## config.mk

```make
export PLATFORM = sky130hd
export DESIGN_NAME = stable_priority_task_queue_core_flat
export DESIGN_NICKNAME = d
export VERILOG_FILES = /design/src/hdl/sptq_pkg.sv /design/src/hdl/sptq_if.sv /design/src/hdl/sptq_cell.sv /design/src/hdl/stable_priority_task_queue_core.sv /design/src/flat_wrapper.sv
export SDC_FILE = /design/constraint.sdc
export NUM_CORES = 1
export LEC_CHECK = 0
export ABC_AREA = 1
export BUFFER_PORTS_ARGS = -buffer_cell sky130_fd_sc_hd__buf_2
export CELL_PAD_IN_SITES_DETAIL_PLACEMENT = 1
export CELL_PAD_IN_SITES_GLOBAL_PLACEMENT = 1
export CORE_UTILIZATION = 52
export CTS_BUF_LIST = sky130_fd_sc_hd__clkbuf_16
export CTS_CLUSTER_DIAMETER = 50
export DETAILED_ROUTE_END_ITERATION = 10
export GPL_TIMING_DRIVEN = 1
export PLACE_DENSITY_LB_ADDON = 0.15
export RECOVER_POWER = 50
export SYNTH_ARGS = -nofsm -noshare
export SYNTH_HDL_FRONTEND = slang
export SYNTH_HIERARCHICAL = 1
export SYNTH_SLANG_ARGS = --single-unit
```

## constraint.sdc

```tcl
create_clock -name clk -period 5.6 [get_ports clk]
set_clock_uncertainty 0.15 [all_clocks]
set_input_delay 0.28 -clock clk [delete_from_list [all_inputs] [get_ports clk]]
set_output_delay 0.28 -clock clk [all_outputs]
set_load 0.05 [all_outputs]
```

## src/hdl/sptq_pkg.sv

```systemverilog
`timescale 1ns / 1ps

package sptq_pkg;

	localparam int DEFAULT_QUEUE_DEPTH = 16;
	localparam int TAG_W = 8;
	localparam int PRIO_W = 8;
	localparam int OCC_W = 5;

	typedef enum logic {
		OP_PUSH = 1'b0,
		OP_POP  = 1'b1
	} opcode_t;

	typedef enum logic [1:0] {
		ST_PUSHED = 2'd0,
		ST_POPPED = 2'd1,
		ST_FULL   = 2'd2,
		ST_EMPTY  = 2'd3
	} status_t;

	// one queued task: tag and signed priority
	typedef struct packed {
		logic [TAG_W-1:0]         tag;
		logic signed [PRIO_W-1:0] prio;
	} entry_t;

	// per-cycle command broadcast to every cell
	typedef struct packed {
		logic push;
		logic pop;
	} cell_ctrl_t;

endpackage

```

## src/hdl/sptq_if.sv

```systemverilog
`timescale 1ns / 1ps

// request channel: one push or pop word
interface sptq_req_if import sptq_pkg::*; ();
	logic                     valid;
	logic                     ready;
	opcode_t                  opcode;
	logic [TAG_W-1:0]         task_tag;
	logic signed [PRIO_W-1:0] task_priority;

	modport source (output valid, opcode, task_tag, task_priority, input ready);
	modport sink (input valid, opcode, task_tag, task_priority, output ready);
endinterface

// response channel: one result word per request
interface sptq_rsp_if import sptq_pkg::*; ();
	logic                     valid;
	logic                     ready;
	status_t                  status;
	logic [TAG_W-1:0]         popped_tag;
	logic signed [PRIO_W-1:0] popped_priority;
	logic [OCC_W-1:0]         occupancy;

	modport source (output valid, status, popped_tag, popped_priority, occupancy,
		input ready);
	modport sink (input valid, status, popped_tag, popped_priority, occupancy,
		output ready);
endinterface

```

## src/hdl/sptq_cell.sv

```systemverilog
`timescale 1ns / 1ps

module sptq_cell import sptq_pkg::*; (
	input  logic       clk,
	input  logic       occupied,
	input  cell_ctrl_t ctrl,
	input  entry_t     new_word,
	input  entry_t     left_word,
	input  logic       left_ins,
	input  entry_t     right_word,
	output entry_t     word,
	output logic       ins
);

	entry_t word_q;

	// new task goes at or before this cell when this one is free or strictly lower
	assign ins = !occupied || ($signed(word_q.prio) < $signed(new_word.prio));
	assign word = word_q;

	// push shifts toward the tail from the insert point, pop shifts toward the head
	always_ff @(posedge clk) begin
		priority if (ctrl.push) begin
			priority if (left_ins) begin
				word_q <= left_word;
			end else if (ins) begin
				word_q <= new_word;
			end else begin
				word_q <= word_q;
			end
		end else if (ctrl.pop) begin
			word_q <= right_word;
		end else begin
			word_q <= word_q;
		end
	end

endmodule

```

## src/hdl/stable_priority_task_queue_core.sv

```systemverilog
`timescale 1ns / 1ps

// Priority queue of task tags, highest priority at the head, equal priorities
// leave in arrival order.
// req channel: opcode push (tag, priority) or pop. rsp channel: one word per
// request with status, popped tag and priority (zero unless popped) and the
// occupancy after the request.
// Each request is accepted on a valid/ready edge, the row of cells updates at
// that edge and the response is registered, so rsp.valid rises the next cycle.
// One request per cycle is sustained while rsp.ready stays high; the cell row
// compares every entry in parallel, one priority compare per cell sets the
// cycle.
// A push into a full queue is dropped with status full, a pop from an empty
// queue returns status empty.
// Reset (arst_n low) empties the queue and drops any pending response; cell
// contents are not cleared, the occupancy count marks what is live.
// When the receiver stalls, the response holds and req.ready drops until the
// response is taken.
module stable_priority_task_queue_core import sptq_pkg::*; #(
	parameter int QUEUE_DEPTH = DEFAULT_QUEUE_DEPTH
) (
	input logic       clk,
	input logic       arst_n,
	sptq_req_if.sink  req,
	sptq_rsp_if.source rsp
);

	localparam int CNT_W = $clog2(QUEUE_DEPTH + 1);

	logic [CNT_W-1:0]       count_q;
	entry_t                 cell_word [QUEUE_DEPTH];
	logic [QUEUE_DEPTH-1:0] cell_ins;
	entry_t                 new_word;
	cell_ctrl_t             ctrl;
	logic                   accept;
	logic                   is_push;
	logic                   full;
	logic                   empty;

	logic                     rsp_valid_q;
	status_t                  status_q;
	logic [TAG_W-1:0]         tag_q;
	logic signed [PRIO_W-1:0] prio_q;
	logic [OCC_W-1:0]         occ_q;
	logic [CNT_W-1:0]         count_next;

	// handshake and command decode
	assign req.ready = !rsp_valid_q || rsp.ready;
	assign accept    = req.valid && req.ready;
	assign is_push   = (req.opcode == OP_PUSH);
	assign full      = (count_q == CNT_W'(QUEUE_DEPTH));
	assign empty     = (count_q == '0);
	assign ctrl.push = accept && is_push && !full;
	assign ctrl.pop  = accept && !is_push && !empty;
	assign new_word.tag  = req.task_tag;
	assign new_word.prio = req.task_priority;

	// row of cells, head at index zero
	for (genvar i = 0; i < QUEUE_DEPTH; i++) begin : g_cell
		entry_t left_word;
		logic   left_ins;
		entry_t right_word;
		logic   occupied;

		assign occupied = (CNT_W'(i) < count_q);

		if (i == 0) begin : g_head
			assign left_word = new_word;
			assign left_ins  = 1'b0;
		end else begin : g_body
			assign left_word = cell_word[i-1];
			assign left_ins  = cell_ins[i-1];
		end

		if (i == QUEUE_DEPTH - 1) begin : g_tail
			assign right_word = cell_word[i];
		end else begin : g_inner
			assign right_word = cell_word[i+1];
		end

		sptq_cell u_cell (
			.clk        (clk),
			.occupied   (occupied),
			.ctrl       (ctrl),
			.new_word   (new_word),
			.left_word  (left_word),
			.left_ins   (left_ins),
			.right_word (right_word),
			.word       (cell_word[i]),
			.ins        (cell_ins[i])
		);
	end

	// occupancy after this request
	always_comb begin
		count_next = count_q;
		priority if (ctrl.push) begin
			count_next = count_q + CNT_W'(1);
		end else if (ctrl.pop) begin
			count_next = count_q - CNT_W'(1);
		end else begin
			count_next = count_q;
		end
	end

	always_ff @(posedge clk or negedge arst_n) begin
		if (!arst_n) begin
			count_q <= '0;
		end else begin
			count_q <= count_next;
		end
	end

	// response register
	always_ff @(posedge clk or negedge arst_n) begin
		if (!arst_n) begin
			rsp_valid_q <= 1'b0;
		end else if (accept) begin
			rsp_valid_q <= 1'b1;
		end else if (rsp.ready) begin
			rsp_valid_q <= 1'b0;
		end
	end

	always_ff @(posedge clk) begin
		if (accept) begin
			occ_q <= OCC_W'(count_next);
			if (ctrl.pop) begin
				tag_q  <= cell_word[0].tag;
				prio_q <= cell_word[0].prio;
			end else begin
				tag_q  <= '0;
				prio_q <= '0;
			end
			unique case ({is_push, full, empty})
				3'b110:  status_q <= ST_FULL;
				3'b100, 3'b101: status_q <= ST_PUSHED;
				3'b001:  status_q <= ST_EMPTY;
				default: status_q <= ST_POPPED;
			endcase
		end
	end

	assign rsp.valid           = rsp_valid_q;
	assign rsp.status          = status_q;
	assign rsp.popped_tag      = tag_q;
	assign rsp.popped_priority = prio_q;
	assign rsp.occupancy       = occ_q;

`ifndef ASSERT_OFF
	a_count_bound: assert property (@(posedge clk) disable iff (!arst_n)
		count_q <= CNT_W'(QUEUE_DEPTH))
		else $error("occupancy count beyond queue depth");

	a_push_count: assert property (@(posedge clk) disable iff (!arst_n)
		ctrl.push |=> count_q == $past(count_q) + CNT_W'(1))
		else $error("push did not advance the count");

	a_pop_status: assert property (@(posedge clk) disable iff (!arst_n)
		ctrl.pop |=> rsp.valid && rsp.status == ST_POPPED)
		else $error("pop did not report popped status");

	a_stall_blocks: assert property (@(posedge clk) disable iff (!arst_n)
		rsp.valid && !rsp.ready |-> !req.ready)
		else $error("request taken while response stalled");

	a_head_order: assert property (@(posedge clk) disable iff (!arst_n)
		count_q >= CNT_W'(2) |->
			$signed(cell_word[0].prio) >= $signed(cell_word[1].prio))
		else $error("head entries out of priority order");
`endif

endmodule

```

## src/flat_wrapper.sv

```systemverilog
// flat-port wrapper written by rule: the top's interface ports become plain ports
module stable_priority_task_queue_core_flat import sptq_pkg::*;
#(
	parameter int QUEUE_DEPTH = DEFAULT_QUEUE_DEPTH
)
  (clk, arst_n, req_valid, req_opcode, req_task_tag, req_task_priority, req_ready, rsp_valid, rsp_status, rsp_popped_tag, rsp_popped_priority, rsp_occupancy, rsp_ready);
  sptq_req_if req_i ();
  sptq_rsp_if rsp_i ();
  input logic clk;
  input logic arst_n;
  input wire logic [$bits(req_i.valid)-1:0] req_valid;
  input wire logic [$bits(req_i.opcode)-1:0] req_opcode;
  input wire logic [$bits(req_i.task_tag)-1:0] req_task_tag;
  input wire logic [$bits(req_i.task_priority)-1:0] req_task_priority;
  output wire logic [$bits(req_i.ready)-1:0] req_ready;
  output wire logic [$bits(rsp_i.valid)-1:0] rsp_valid;
  output wire logic [$bits(rsp_i.status)-1:0] rsp_status;
  output wire logic [$bits(rsp_i.popped_tag)-1:0] rsp_popped_tag;
  output wire logic [$bits(rsp_i.popped_priority)-1:0] rsp_popped_priority;
  output wire logic [$bits(rsp_i.occupancy)-1:0] rsp_occupancy;
  input wire logic [$bits(rsp_i.ready)-1:0] rsp_ready;
  assign req_i.valid = req_valid;
  assign req_i.opcode = req_opcode;
  assign req_i.task_tag = req_task_tag;
  assign req_i.task_priority = req_task_priority;
  assign req_ready = req_i.ready;
  assign rsp_valid = rsp_i.valid;
  assign rsp_status = rsp_i.status;
  assign rsp_popped_tag = rsp_i.popped_tag;
  assign rsp_popped_priority = rsp_i.popped_priority;
  assign rsp_occupancy = rsp_i.occupancy;
  assign rsp_i.ready = rsp_ready;
  stable_priority_task_queue_core #(.QUEUE_DEPTH(QUEUE_DEPTH)) u_core (.clk(clk), .arst_n(arst_n), .req(req_i), .rsp(rsp_i));
endmodule
```

==> results.yml <==
detailed_routing:
  wl_um: 59800
  drtAntennaViolNets: 0
  dr_total_vias: 16400
  via_per_inst: 6.06
  drt-initial-drc-count: 1772
  drcViolationCount: 0
  firstDrtPassIters: 5
  wl_per_cell_um: 22.1
floorplanning:
  dieArea_um2: 35400
  die_w_um: 188
  core_area_um2: 33800
  ios: 46
  num_rows: 67
  die_y_um: 188
  initial_core_util_pct: 53.4
timing:
  slew_violations: 34
  finalHoldViolations: 0
  rsz0062_at_grt: "no"
  slew_headroom_pct: -44.1
  setup_violations: 0
  finalCritPeriodShare_pct: 75.5
  whs_ns: 0.339
  tightest_slew_ns: 2.16
  finalCriticalPeriod_ns: 4.23
  timing.fmax_mhz: 237
  tns_ns: 0
global_routing:
  grt_pass1_wl_um: 92400
  grt_pass1_vias: 16700
  grt-ovfl-total: 0
  grt_start_max_net_pins: 155
  grtUsageTotal_pct: 33.5
  antenna_found_initial: 0
cts:
  cts_resized: 0
  cts_htree_levels: 2
  cts_root_buffer: "clkbuf_16"
  clkSinkCount: 285
  clk_pin_slew_ns: 0.06
  clock_latency_ns: 0.53
  tritoncts: "done"
  post-cts-setup-buffer-count: 0
  cts_buffer_depth: 3
  numCtsBuffers: 39
place:
  dpl.hpwl_um: 39700
  gp_congestion: 0.883
  io_buffers: 45
  placedCellCount: 2630
layout:
  finalNonFillerCells: 2704
  area_delta_synth_final_pct: 8.72
  nNetsFinal: 2365
  layout-drive-gt1-share_pct: 5.63
  final_common_cell: "nand2_1"
  final_cell_mix: "nand2_1 (484), o21ai_0 (481), nor2_1 (301), edfxtp_1 (279), inv_1 (247)"
  diodes: 0
critical_path:
  critPathLaunchType: "input port"
  cp-end-kind: "flip-flop"
  crit_required_ns: 5.61
  path_max_fanout: 33
  cp_data_arrival_time_ns: 4.23
  critPathKind: "input port to flip-flop"
flow_run:
  max-cap-violations: 1
status:
  status: "finished with violations"
  violations: "max-capacitance violations, max-slew violations"
min_path:
  hold_class: "input port to flip-flop"
pwr:
  peakVddDrop_mv: 0.219
  power_leakage_nw: 8.62
  power.density_nw_per_um2: 425
  finalPower_mw: 8.32
logic_synthesis:
  syn_inst: 2193
  yosys_warnings: 6
  post_synth.cell_area_avg_um2: 8.22
  synthesis.area_um2: 18000
[where the power goes]
group	internal [mW]	switching [mW]
logic	0.651	1.93
registers	2.88	0.359
clock network	1.52	0.991
[flip-flops by register name, summed over array words and instances, names as in the netlist]
| register | flops |
|---|---|
| u_core/rsp.occupancy | 5 |
| u_core/rsp.status | 2 |
| u_core/rsp.popped_tag | 8 |
| u_core/count_q | 5 |
| u_core/g_cell.u_cell/word | 256 |
| u_core/rsp.popped_priority | 8 |
| u_core/rsp.valid | 1 |
[worst max-delay path, stage by stage]
cell and delay [ns]:
clkbuf_1 1.51, inv_1 0.16, ha_1 0.41, a21oi_1 0.18
nand2_1 0.12, nand2_1 0.10, nand3_1 0.09, nand3_1 0.52
nor2_1 0.12, nand4_1 0.14, nand2_1 0.07, inv_1 0.51
[metrics by stage]
stage | util [%] | area (um2) | setup slack, ns
3_5_place_dp | 54.2 | 18300 | 1.91
6_report | 58.0 | 19600 | 1.37
3_3_place_gp | 54.2 | 18300 | 2.05
5_1_grt | 58.0 | 19600 | 1.19
2_1_floorplan | - | 18100 | 1.98
4_1_cts | 58.2 | 19700 | 2.37
[area by class of cell]
cell class              instances  area (um2)
flip-flops and latches        285        8530
fillers                      4153       14200
inverters                     255         957
clock inverters                28         267
well taps                     448         561
clock buffers                  41        1030
repair buffers                 54         292
multi-input cells            1593        7970
[worst paths after layout]
kind,from,endpoint,slack (ns),depth (start not counted)
max,req_task_priority[3],u_core/g_cell[8].u_cell/word[2],1.37,12
min,req_task_tag[4],u_core/g_cell[13].u_cell/word[12],0.34,3
max reg2reg,u_core/count_q[0],u_core/g_cell[14].u_cell/word[0],1.92,11
min reg2reg,u_core/g_cell[15].u_cell/word[13],u_core/g_cell[15].u_cell/word[13],0.42,2
max in group asynchronous,arst_n,u_core/count_q[0],4.34,3
min in group asynchronous,arst_n,u_core/count_q[4],0.64,3
[layer usage]
metal  vias to the layer above  wire, um  GRT usage (%)
met4                         0      2030           12.4
met3                       121      4150           3.58
met5                         -         0              0
met1                      8103     25400           45.4
li1                       7444         -              -
met2                       722     28300           55.6
[what timing repair did]
item	in CTS	in global routing
hold endpoints to repair	9	0
hold buffers	5	0
endpoints found under the setup margin	0	0
No activity file was read; power rests on OpenSTA's default activity.
